<file path="src/hdl/lcsr_pkg.sv">
// Shared types and constants for the labeled CSR edge query block.
// Holds operation codes, config register indexes and the controller/datapath
// command and status structs. No dependencies.
package lcsr_pkg;

  localparam int OP_W    = 3;
  localparam int ADDR_W  = 12;
  localparam int WORD_W  = 16;
  localparam int VTX_W   = 10;
  localparam int LBL_W   = 4;
  localparam int VCNT_W  = 11;
  localparam int LCNT_W  = 5;
  localparam int DEG_W   = 12;
  localparam int TLBL_W  = 5;
  localparam int EA_W    = 18;   // effective image address, wide enough for base + id + k
  localparam int CFG_IDX_W  = 2;
  localparam int CFG_DATA_W = 11;
  localparam int IN_DATA_W  = 56;
  localparam int OUT_DATA_W = 24;

  // bucket count is tied to the 5-bit target label and its no-bucket code
  localparam int MAX_LABELS = 16;

  localparam logic [OP_W-1:0] OP_LOAD_IMG  = 3'd0;
  localparam logic [OP_W-1:0] OP_LOAD_LBL  = 3'd1;
  localparam logic [OP_W-1:0] OP_EDGE_TEST = 3'd2;
  localparam logic [OP_W-1:0] OP_LBL_DEG   = 3'd3;
  localparam logic [OP_W-1:0] OP_TOTAL_DEG = 3'd4;

  localparam logic [CFG_IDX_W-1:0] CFG_VTX_COUNT   = 2'd0;
  localparam logic [CFG_IDX_W-1:0] CFG_LABEL_COUNT = 2'd1;

  localparam logic [TLBL_W-1:0] NO_BUCKET  = 5'd16;
  localparam logic [DEG_W-1:0]  DEGREE_MAX = 12'd4095;

  typedef enum logic [3:0] {
    A_SRC,     // src
    A_SRC1,    // src + 1
    A_PAIR,    // base + o
    A_PAIRM1,  // base + o - 1
    A_PAIRP1,  // base + o + 1
    A_VC,      // number of vertices
    A_NBR,     // base + img(vc) + k
    A_HI,      // base + bound - 1
    A_LO       // base + o - 1 (total degree)
  } addr_sel_t;

  typedef struct packed {
    addr_sel_t addr_sel;
    logic      accept;
    logic      wr_img;
    logic      wr_lbl;
    logic      ld_o;
    logic      zero_o;
    logic      o_inc2;
    logic      ld_bound;
    logic      ld_b;
    logic      zero_b;
    logic      ld_e;
    logic      ld_iv;
    logic      k_init;
    logic      k_inc;
    logic      lb_start;
    logic      lb_next;
    logic      lb_hit;
    logic      lb_miss;
    logic      set_found;
    logic      set_degree;
    logic      out_load;
  } lcsr_cmd_t;

  typedef struct packed {
    logic [OP_W-1:0] op;
    logic src_ok;
    logic src_zero;
    logic lb_more;
    logic lb_hit;
    logic o_ge_bound;
    logic pv_lt;
    logic pv_eq;
    logic o_zero;
    logic e_gt_b;
    logic k_lt_e;
    logic nbr_eq;
    logic eo_zero;
  } lcsr_status_t;

endpackage

</file>
<file path="src/hdl/lcsr_ctrl.sv">
// Sequencer for the labeled CSR edge query block.
// Steps each item through its memory reads; depends on lcsr_pkg.
module lcsr_ctrl (
  input  logic                 clk,
  input  logic                 rst_n,
  input  logic                 in_valid,
  output logic                 in_ready,
  output logic                 out_valid,
  input  logic                 out_ready,
  input  lcsr_pkg::lcsr_status_t st,
  output lcsr_pkg::lcsr_cmd_t    cmd
);

  typedef enum logic [4:0] {
    S_IDLE, S_DISP,
    S_LB, S_LB_CK,
    S_RG, S_RG1, S_RG2, S_SC, S_SC_CK, S_RB, S_RE, S_RX, S_NI, S_NK, S_NK_CK,
    S_T0, S_T1, S_T2, S_T3, S_T4, S_T5, S_T6,
    S_DONE
  } state_t;

  state_t state_r, state_nxt;
  logic   out_valid_r, out_valid_nxt;

  assign in_ready  = (state_r == S_IDLE);
  assign out_valid = out_valid_r;

  always_comb begin
    cmd = '0;
    cmd.addr_sel = lcsr_pkg::A_SRC;
    state_nxt = state_r;
    out_valid_nxt = out_valid_r && !out_ready;
    case (state_r)
      S_IDLE: begin
        if (in_valid) begin
          cmd.accept = 1'b1;
          state_nxt = S_DISP;
        end
      end
      S_DISP: begin
        case (st.op)
          lcsr_pkg::OP_LOAD_IMG: begin
            cmd.wr_img = 1'b1;
            state_nxt = S_DONE;
          end
          lcsr_pkg::OP_LOAD_LBL: begin
            cmd.wr_lbl = 1'b1;
            state_nxt = S_DONE;
          end
          lcsr_pkg::OP_EDGE_TEST: begin
            cmd.lb_start = 1'b1;
            state_nxt = S_LB;
          end
          lcsr_pkg::OP_LBL_DEG:   state_nxt = S_RG;
          lcsr_pkg::OP_TOTAL_DEG: state_nxt = S_T0;
          default:                state_nxt = S_DONE;
        endcase
      end
      // target label search over buckets
      S_LB: begin
        if (st.lb_more) begin
          state_nxt = S_LB_CK;
        end else begin
          cmd.lb_miss = 1'b1;
          state_nxt = S_DONE;
        end
      end
      S_LB_CK: begin
        if (st.lb_hit) begin
          cmd.lb_hit = 1'b1;
          state_nxt = S_RG;
        end else begin
          cmd.lb_next = 1'b1;
          state_nxt = S_LB;
        end
      end
      // label range of the source
      S_RG: begin
        cmd.addr_sel = lcsr_pkg::A_SRC;
        state_nxt = st.src_ok ? S_RG1 : S_DONE;
      end
      S_RG1: begin
        cmd.ld_o   = !st.src_zero;
        cmd.zero_o = st.src_zero;
        cmd.addr_sel = lcsr_pkg::A_SRC1;
        state_nxt = S_RG2;
      end
      S_RG2: begin
        cmd.ld_bound = 1'b1;
        state_nxt = S_SC;
      end
      S_SC: begin
        cmd.addr_sel = lcsr_pkg::A_PAIR;
        state_nxt = st.o_ge_bound ? S_DONE : S_SC_CK;
      end
      S_SC_CK: begin
        cmd.addr_sel = lcsr_pkg::A_PAIRM1;
        if (st.pv_lt) begin
          cmd.o_inc2 = 1'b1;
          state_nxt = S_SC;
        end else if (st.pv_eq) begin
          state_nxt = S_RB;
        end else begin
          state_nxt = S_DONE;
        end
      end
      S_RB: begin
        cmd.ld_b   = !st.o_zero;
        cmd.zero_b = st.o_zero;
        cmd.addr_sel = lcsr_pkg::A_PAIRP1;
        state_nxt = S_RE;
      end
      S_RE: begin
        cmd.ld_e = 1'b1;
        state_nxt = S_RX;
      end
      S_RX: begin
        cmd.addr_sel = lcsr_pkg::A_VC;
        if (!st.e_gt_b) begin
          state_nxt = S_DONE;
        end else if (st.op == lcsr_pkg::OP_LBL_DEG) begin
          cmd.set_degree = 1'b1;
          state_nxt = S_DONE;
        end else begin
          state_nxt = S_NI;
        end
      end
      S_NI: begin
        cmd.ld_iv  = 1'b1;
        cmd.k_init = 1'b1;
        state_nxt = S_NK;
      end
      // neighbour scan
      S_NK: begin
        cmd.addr_sel = lcsr_pkg::A_NBR;
        state_nxt = st.k_lt_e ? S_NK_CK : S_DONE;
      end
      S_NK_CK: begin
        if (st.nbr_eq) begin
          cmd.set_found = 1'b1;
          state_nxt = S_DONE;
        end else begin
          cmd.k_inc = 1'b1;
          state_nxt = S_NK;
        end
      end
      // total out-degree
      S_T0: begin
        cmd.addr_sel = lcsr_pkg::A_SRC;
        state_nxt = st.src_ok ? S_T1 : S_DONE;
      end
      S_T1: begin
        cmd.ld_o   = !st.src_zero;
        cmd.zero_o = st.src_zero;
        cmd.addr_sel = lcsr_pkg::A_SRC1;
        state_nxt = S_T2;
      end
      S_T2: begin
        cmd.ld_bound = 1'b1;
        state_nxt = S_T3;
      end
      S_T3: begin
        cmd.addr_sel = lcsr_pkg::A_HI;
        state_nxt = st.eo_zero ? S_DONE : S_T4;
      end
      S_T4: begin
        cmd.ld_e = 1'b1;
        cmd.addr_sel = lcsr_pkg::A_LO;
        if (st.o_zero) begin
          cmd.zero_b = 1'b1;
          state_nxt = S_T6;
        end else begin
          state_nxt = S_T5;
        end
      end
      S_T5: begin
        cmd.ld_b = 1'b1;
        state_nxt = S_T6;
      end
      S_T6: begin
        cmd.set_degree = st.e_gt_b;
        state_nxt = S_DONE;
      end
      // hand the result to the output register once it is free
      S_DONE: begin
        if (!out_valid_r || out_ready) begin
          cmd.out_load = 1'b1;
          out_valid_nxt = 1'b1;
          state_nxt = S_IDLE;
        end
      end
      default: state_nxt = S_IDLE;
    endcase
  end

  always_ff @(posedge clk) begin
    if (!rst_n) begin
      state_r     <= S_IDLE;
      out_valid_r <= 1'b0;
    end else begin
      state_r     <= state_nxt;
      out_valid_r <= out_valid_nxt;
    end
  end

endmodule

</file>
<file path="config.mk">
export PLATFORM = sky130hd
export DESIGN_NAME = lcsr_ctrl
export DESIGN_NICKNAME = d
export VERILOG_FILES = /design/src/hdl/lcsr_pkg.sv /design/src/hdl/lcsr_ctrl.sv
export SDC_FILE = /design/constraint.sdc
export NUM_CORES = 1
export LEC_CHECK = 0
export BUFFER_PORTS_ARGS = -buffer_cell sky130_fd_sc_hd__buf_4
export CORE_ASPECT_RATIO = 1.2
export CORE_UTILIZATION = 35
export DETAILED_ROUTE_END_ITERATION = 12
export PLACE_DENSITY_LB_ADDON = 0.15
export SKIP_CTS_REPAIR_TIMING = 1
export SLEW_MARGIN = 30
export SYNTH_ARGS = -nofsm -noshare
export SYNTH_HDL_FRONTEND = slang
export SYNTH_SLANG_ARGS = --single-unit
</file>
<file path="constraint.sdc">
create_clock -name clk -period 4.15 [get_ports clk]
set_input_delay 0.83 -clock clk [delete_from_list [all_inputs] [get_ports clk]]
set_output_delay 0.83 -clock clk [all_outputs]
set_load 0.01 [all_outputs]
</file>
## Yosys cells after proc, flatten, opt, wreduce, memory -nomap -nowiden

Index checks and enable logic that the tools add are counted.

- Logic and storage cells: 92
- Bits in registers: 6
- Output and inout bits: 26
- Input port bits: 19

- Mux-type cells: 50
- Reductions and logical operators: 12
- Eq/ne operators: 28

Operator list:

| kind | number |
|---|---|
| $pmux W5 S23 | 1 |
| $mux W5 | 11 |
| $eq A5 B4 Y1 const B | 8 |
| $eq A5 B5 Y1 const B | 7 |
| $pmux W4 S8 | 1 |
| $mux W1 | 26 |
| $eq A5 B3 Y1 const B | 4 |
| $pmux W5 S3 | 1 |
| $eq A5 B2 Y1 const B | 2 |
| $mux W3 | 3 |
| $mux W2 | 4 |
| $eq A3 B2 Y1 const B | 2 |
| $pmux W1 S2 | 3 |
| $reduce_or A2 Y1 | 3 |
| $eq A5 B1 Y1 const B | 1 |
| $logic_not A5 Y1 | 1 |
| $logic_not A1 Y1 | 4 |
| $ne A2 B2 Y1 const B | 2 |
| $eq A3 B1 Y1 const B | 1 |
| $eq A3 B3 Y1 const B | 1 |
| $logic_not A3 Y1 | 1 |
| $reduce_and A2 Y1 | 1 |
| $logic_and A1 B1 Y1 | 1 |
| $logic_or A1 B1 Y1 | 1 |

## Logic depth before layout (Yosys ltp)

Gate-level depths: netlist of run 1.

- Word-level depth: 4
- Depth in mapped cells: 7
- Depth with buffers taken out: 4

## Worst setup path after synthesis of run 1

OpenSTA, ideal clock, no wires.

- Path kind: input-to-output
- Start: input st[14] (netlist bit)
- End: output cmd[1] (netlist bit)
- Setup slack: 1835 ps
- Data arrival time: 1485 ps
- Data required time: 3320 ps
- Path buffers: 0
- Stages: 4
- Cells stage by stage: nand3b_1 > nor4b_1 > a21oi_1 > nor2_1

RTL lines:

| item | RTL line | text |
|---|---|---|
| start: declaration | lcsr_ctrl.sv:10 | `input lcsr_pkg::lcsr_status_t st,` |
| end: declaration | lcsr_ctrl.sv:11 | `output lcsr_pkg::lcsr_cmd_t cmd` |

==> run_results.csv, run 1 <==
group,metric,value,unit
floorplanning,initial_core_util,38.2,%
finish,antenna_cells,0,
logic_synthesis,synth_ff_type,"dfxtp_1",
timing,setup-tns-final,0,ps
timing,slew_headroom,43.0,%
min_path,hold_class,"reg -> reg",
setup_path,path_cells,"and2b_1 > nand2_1 > nor4b_1 > buf_4",
setup_path,path_buf_inv,1,
finish,regArea,123,sq um
grt,grt_first_pass_wirelength,5820,um
clocking,clk_pin_slew_worst_paths,40,ps
clocking,htreeDepth,1,
drt,drt-total-wl,3670,um
setup_path,cp_max_fo,25,
floorplanning,fp.dieH,63.5,um
job,maxCapViolCount,0,
setup_path,cp.required,3320,ps
logic_synthesis,synthCells,164,
timing,hold_viol_final,0,
timing,fmax,0.343,GHz
floorplanning,die_x,53.3,um
setup_path,cp_slowest_stage_delay,870,ps
floorplanning,ioPinCount,45,
clocking,cts_tree,"done",
setup_path,cp.arrival,2090,ps
finish,drive_gt1_share,28.8,%
finish,multi_input_area,878,sq um
logic_synthesis,synth_seq_area_share,10.9,%
floorplanning,die-area,0.00339,sq mm
placement,dp_hpwl,2810,um
logic_synthesis,synthTopCellsByCount,"nand2_1, nor2_1, buf_2",
timing,layout_setup_ws,1230,ps
logic_synthesis,synth_area_per_cell,6.74,sq um
logic_synthesis,ys_warn_count,0,
finish,layout.cells.non_filler,232,
power,total_leakage_power,0.571,nW
drt,drc_errors,0,
logic_synthesis,synthTopCellsByArea,"dfxtp_1, nand2_1, nor2_1",
power,ir_drop,0.384,mV
clocking,cts_inserted_buffers,3,
clocking,cts-root-buf,"clkbuf_4",
logic_synthesis,synth.most_common_cell,"nand2_1",
setup_path,cp-start-kind,"flip-flop",
clocking,clock_latency,240,ps
grt,grt_pass1_vias,1208,
grt,overflow,0,
placement,gp_congestion,0.954,
logic_synthesis,synth-edff-count,0,
placement,port_buffers,44,
logic_synthesis,yosysTopAreaCell,"dfxtp_1",
clocking,clk_path_buf_depth,2,
finish,fin_util,49.6,%
finish,fillers,335,
timing,rsz0062_at_grt,"no",
setup_path,path_delay_family,"flip-flops",
placement,dp_slack,1420,ps
logic_synthesis,async_flop_share,0,%
finish,fin_nets,219,
logic_synthesis,synth_top_area_share,10.9,%
floorplanning,coreArea,0.00289,sq mm
logic_synthesis,synth_nets,183,
grt,grt_usage,22.7,%
timing,setup_viol,0,
drt,wl_per_cell,15.8,um
timing,finClkSkew,0.745,ps
drt,viasPerCell,6.11,
timing,worstMarginPinSlew,854,ps
grt,antenna_found_initial,0,
run_status,status,"finished, final reports clean",
power,power_density,396,mW/mm^2
drt,firstDrtPassIters,4,
timing,drv_slew,0,
logic_synthesis,syn-cell-area,0.00110,sq mm
finish,areaGrowthSynthToFinish,29.8,%
logic_synthesis,yosysUniqueCellTypes,53,
setup_path,end_kind,"output pin",
clocking,numClockSinks,6,
setup_path,slowest_stage,"dfxtp_1",
drt,drt_iter0_markers,48,
timing,fin_crit_sh,70.3,%
drt,vias,1417,
timing,layout_min_cycle_time,2920,ps
grt,grt_max_degree,34,
logic_synthesis,synth_seq_cells,6,
setup_path,critical_path_class,"reg -> out",
placement,place_inst,229,
drt,antenna_left,0,
floorplanning,rows,21,
[layer usage]
layer,vias up,share of wire (%),GRT usage [%]
met5,-,0,0
met4,0,0.85,4.61
met3,4,5.9,4.59
met2,59,52,37.2
met1,667,41,29.8
li1,687,-,-
[worst register-to-register path, stage by stage, from the launching register on]
cell	delay, ps
dfxtp_1	870
nand2_1	220
a2111oi_0	610
nor3_1	150
a41oi_2	230
[sequential cells by signal, indices dropped and copies added (netlist names)]
| signal | cells |
|---|---|
| out_valid | 1 |
| state_r | 5 |
[final timing paths]
path                    from         end  slack [ps]  cells past startpoint
setup / recovery  state_r[0]     cmd[17]        1230                      4
hold / removal     out_valid   out_valid         540                      2
setup reg to reg  state_r[0]  state_r[1]        1990                      4
hold reg to reg    out_valid   out_valid         540                      2
[cell families after synthesis]
family,count (synthesis),share of synthesized area (%)
compound gates,45,31.7
xor+xnor,3,2.38
buf+inv,22,9.63
flops,6,10.9
simple gates,88,45.4
[cell type report]
class | instances | area share [%]
Inverter | 8 | 2.09
Tap cell | 34 | 2.97
Multi-Input combinational cell | 136 | 61.3
Timing Repair Buffer | 45 | 23.6
Clock buffer | 3 | 1.57
Sequential cell | 6 | 8.55
[power breakdown]
group          switching [mW]  internal, mW
logic                   0.186         0.163
clock network          0.0176        0.0325
registers              0.0961        0.0730
total                   0.299         0.268
[cell usage in the layout (no fill, tap or decap), types with 5 or more instances in the layout]
cell type,netlist,routed
buf_4,1,45
nor2b_1,5,5
nand2_1,18,18
o21ai_0,6,6
nor4_1,5,5
a21oi_1,6,6
nor3_1,6,6
inv_1,8,8
nand2b_1,8,8
nor2_1,17,17
[stage by stage]
step           total power, mW  hold WS, ps  instance area [sq um]
2_1_floorplan            0.403          528                   1100
3_3_place_gp             0.511          522                   1410
3_5_place_dp             0.512          525                   1410
4_1_cts                  0.567          543                   1430
5_1_grt                  0.620          577                   1430
6_report                 0.567          545                   1430
No activity file was read; power rests on OpenSTA's default activity.
==> inputs of run 2 (changes only) <==
==> constraint.sdc (replaced) <==
create_clock -name clk -period 2.8 [get_ports clk]
set_input_delay 0.56 -clock clk [delete_from_list [all_inputs] [get_ports clk]]
set_output_delay 0.56 -clock clk [all_outputs]
set_load 0.01 [all_outputs]
==> run_results.csv, run 2 (synthesized netlist as in run 1, its figures left out) <==
group,metric,value,unit
timing,slew_headroom,52.1,%
timing,hold_viol_final,0,
timing,drv_slew,0,
drt,firstDrtPassIters,4,
finish,fin_nets,224,
timing,layout_min_cycle_time,2440,ps
grt,overflow,0,
grt,grt_first_pass_wirelength,6220,um
setup_path,cp_max_fo,15,
finish,fin_util,50.8,%
floorplanning,rows,21,
power,total_leakage_power,0.597,nW
timing,layout_setup_ws,359,ps
placement,placed_area,0.00145,sq mm
finish,areaGrowthSynthToFinish,33.0,%
drt,antenna_left,0,
timing,setup-tns-final,0,ps
power,ir_drop,0.318,mV
grt,use_met3,3.38,%
floorplanning,die_x,53.3,um
finish,final_area,0.00147,sq mm
clocking,clk_pin_slew_worst_paths,60,ps
timing,finClkSkew,17.3,ps
finish,layout.cells.non_filler,237,
finish,regMostFlops,"state_r",
clocking,clock_latency,260,ps
grt,met2_usage,39.7,%
clocking,cts-root-buf,"clkbuf_4",
placement,dp_hpwl,2950,um
timing,rsz0062_at_grt,"no",
drt,viasPerCell,6.12,
placement,port_buffers,44,
drt,vias,1451,
timing,fmax,0.410,GHz
drt,drt_iter0_markers,90,
drt,drc_errors,0,
placement,place_inst,234,
floorplanning,coreArea,0.00289,sq mm
grt,grt_pass1_vias,1316,
run_status,status,"finished, final reports clean",
drt,wl_per_cell,15.9,um
placement,dp_slack,638,ps
finish,layout_common_cells,"buf_4, nand2_1, nor2_1, nand2b_1, inv_1",
placement,gp_congestion,0.932,
clocking,cts_inserted_buffers,3,
finish,largest_reg_flops,5,
grt,grt_max_degree,23,
finish,antenna_cells,0,
setup_path,end_kind,"output pin",
floorplanning,ioPinCount,45,
finish,drive_gt1_share,29.6,%
grt,grt.met1_usage,31.0,%
job,maxCapViolCount,0,
min_path,hold_class,"in -> reg",
timing,whs,548,ps
setup_path,cp.arrival,1880,ps
floorplanning,die-area,0.00339,sq mm
timing,fin_crit_sh,87.2,%
grt,busiest_layer,"met2",
timing,worstMarginPinSlew,718,ps
setup_path,cp-start-kind,"flip-flop",
clocking,numClockSinks,6,
floorplanning,initial_core_util,38.2,%
timing,setup_viol,0,
finish,layout_commonest_cell,"buf_4",
power,power_density,602,mW/mm^2
floorplanning,fp.dieH,63.5,um
power,finalPower,0.885,mW
setup_path,cp.required,2240,ps
clocking,clk_path_buf_depth,2,
drt,drt-total-wl,3760,um
clocking,cts_tree,"done",
grt,antenna_found_initial,0,
grt,grt_usage,24.0,%
clocking,htreeDepth,1,
setup_path,critical_path_class,"reg -> out",
-- run 2: changes by cell type in the layout (fill, tap and decap cells not counted), sizes merged --
cell	before	now
buf	45	50
-- run 2: area by class of cell --
class | count | area [sq um]
inverters | 8 | 30.0
repair buffers | 50 | 375
multi-input cells | 136 | 878
clock buffers | 3 | 22.5
fillers | 305 | 1420
flip-flops and latches | 6 | 120
well taps | 34 | 42.5
-- run 2: metal layers --
layer | vias to the layer above | share of wire (%)
met5 | - | 0
met3 | 8 | 6.3
li1 | 700 | -
met1 | 662 | 41
met4 | 0 | 1.9
met2 | 81 | 50
-- run 2: worst max-delay path: stages, from the launching register on --
cell and delay [ps]:
dfxtp_1 690, and2b_1 340, nand2_1 130, nor4b_1 310, buf_4 170
-- run 2: worst paths after layout --
| check | cells past startpoint | end | from | slack, ps |
|---|---|---|---|---|
| worst min-delay path | 2 | state_r[4] | rst_n | 550 |
| worst min register to register | 2 | out_valid | out_valid | 550 |
| worst max register to register | 4 | state_r[4] | state_r[4] | 710 |
| worst max-delay path | 4 | cmd[17] | state_r[0] | 360 |
-- run 2: power breakdown --
part           total [mW]  internal (mW)  switching, mW  leakage [nW]
clock network      0.0844         0.0488         0.0356        0.0138
registers           0.200          0.106         0.0940        0.0492
logic               0.600          0.263          0.337         0.534
total               0.885          0.418          0.466         0.597
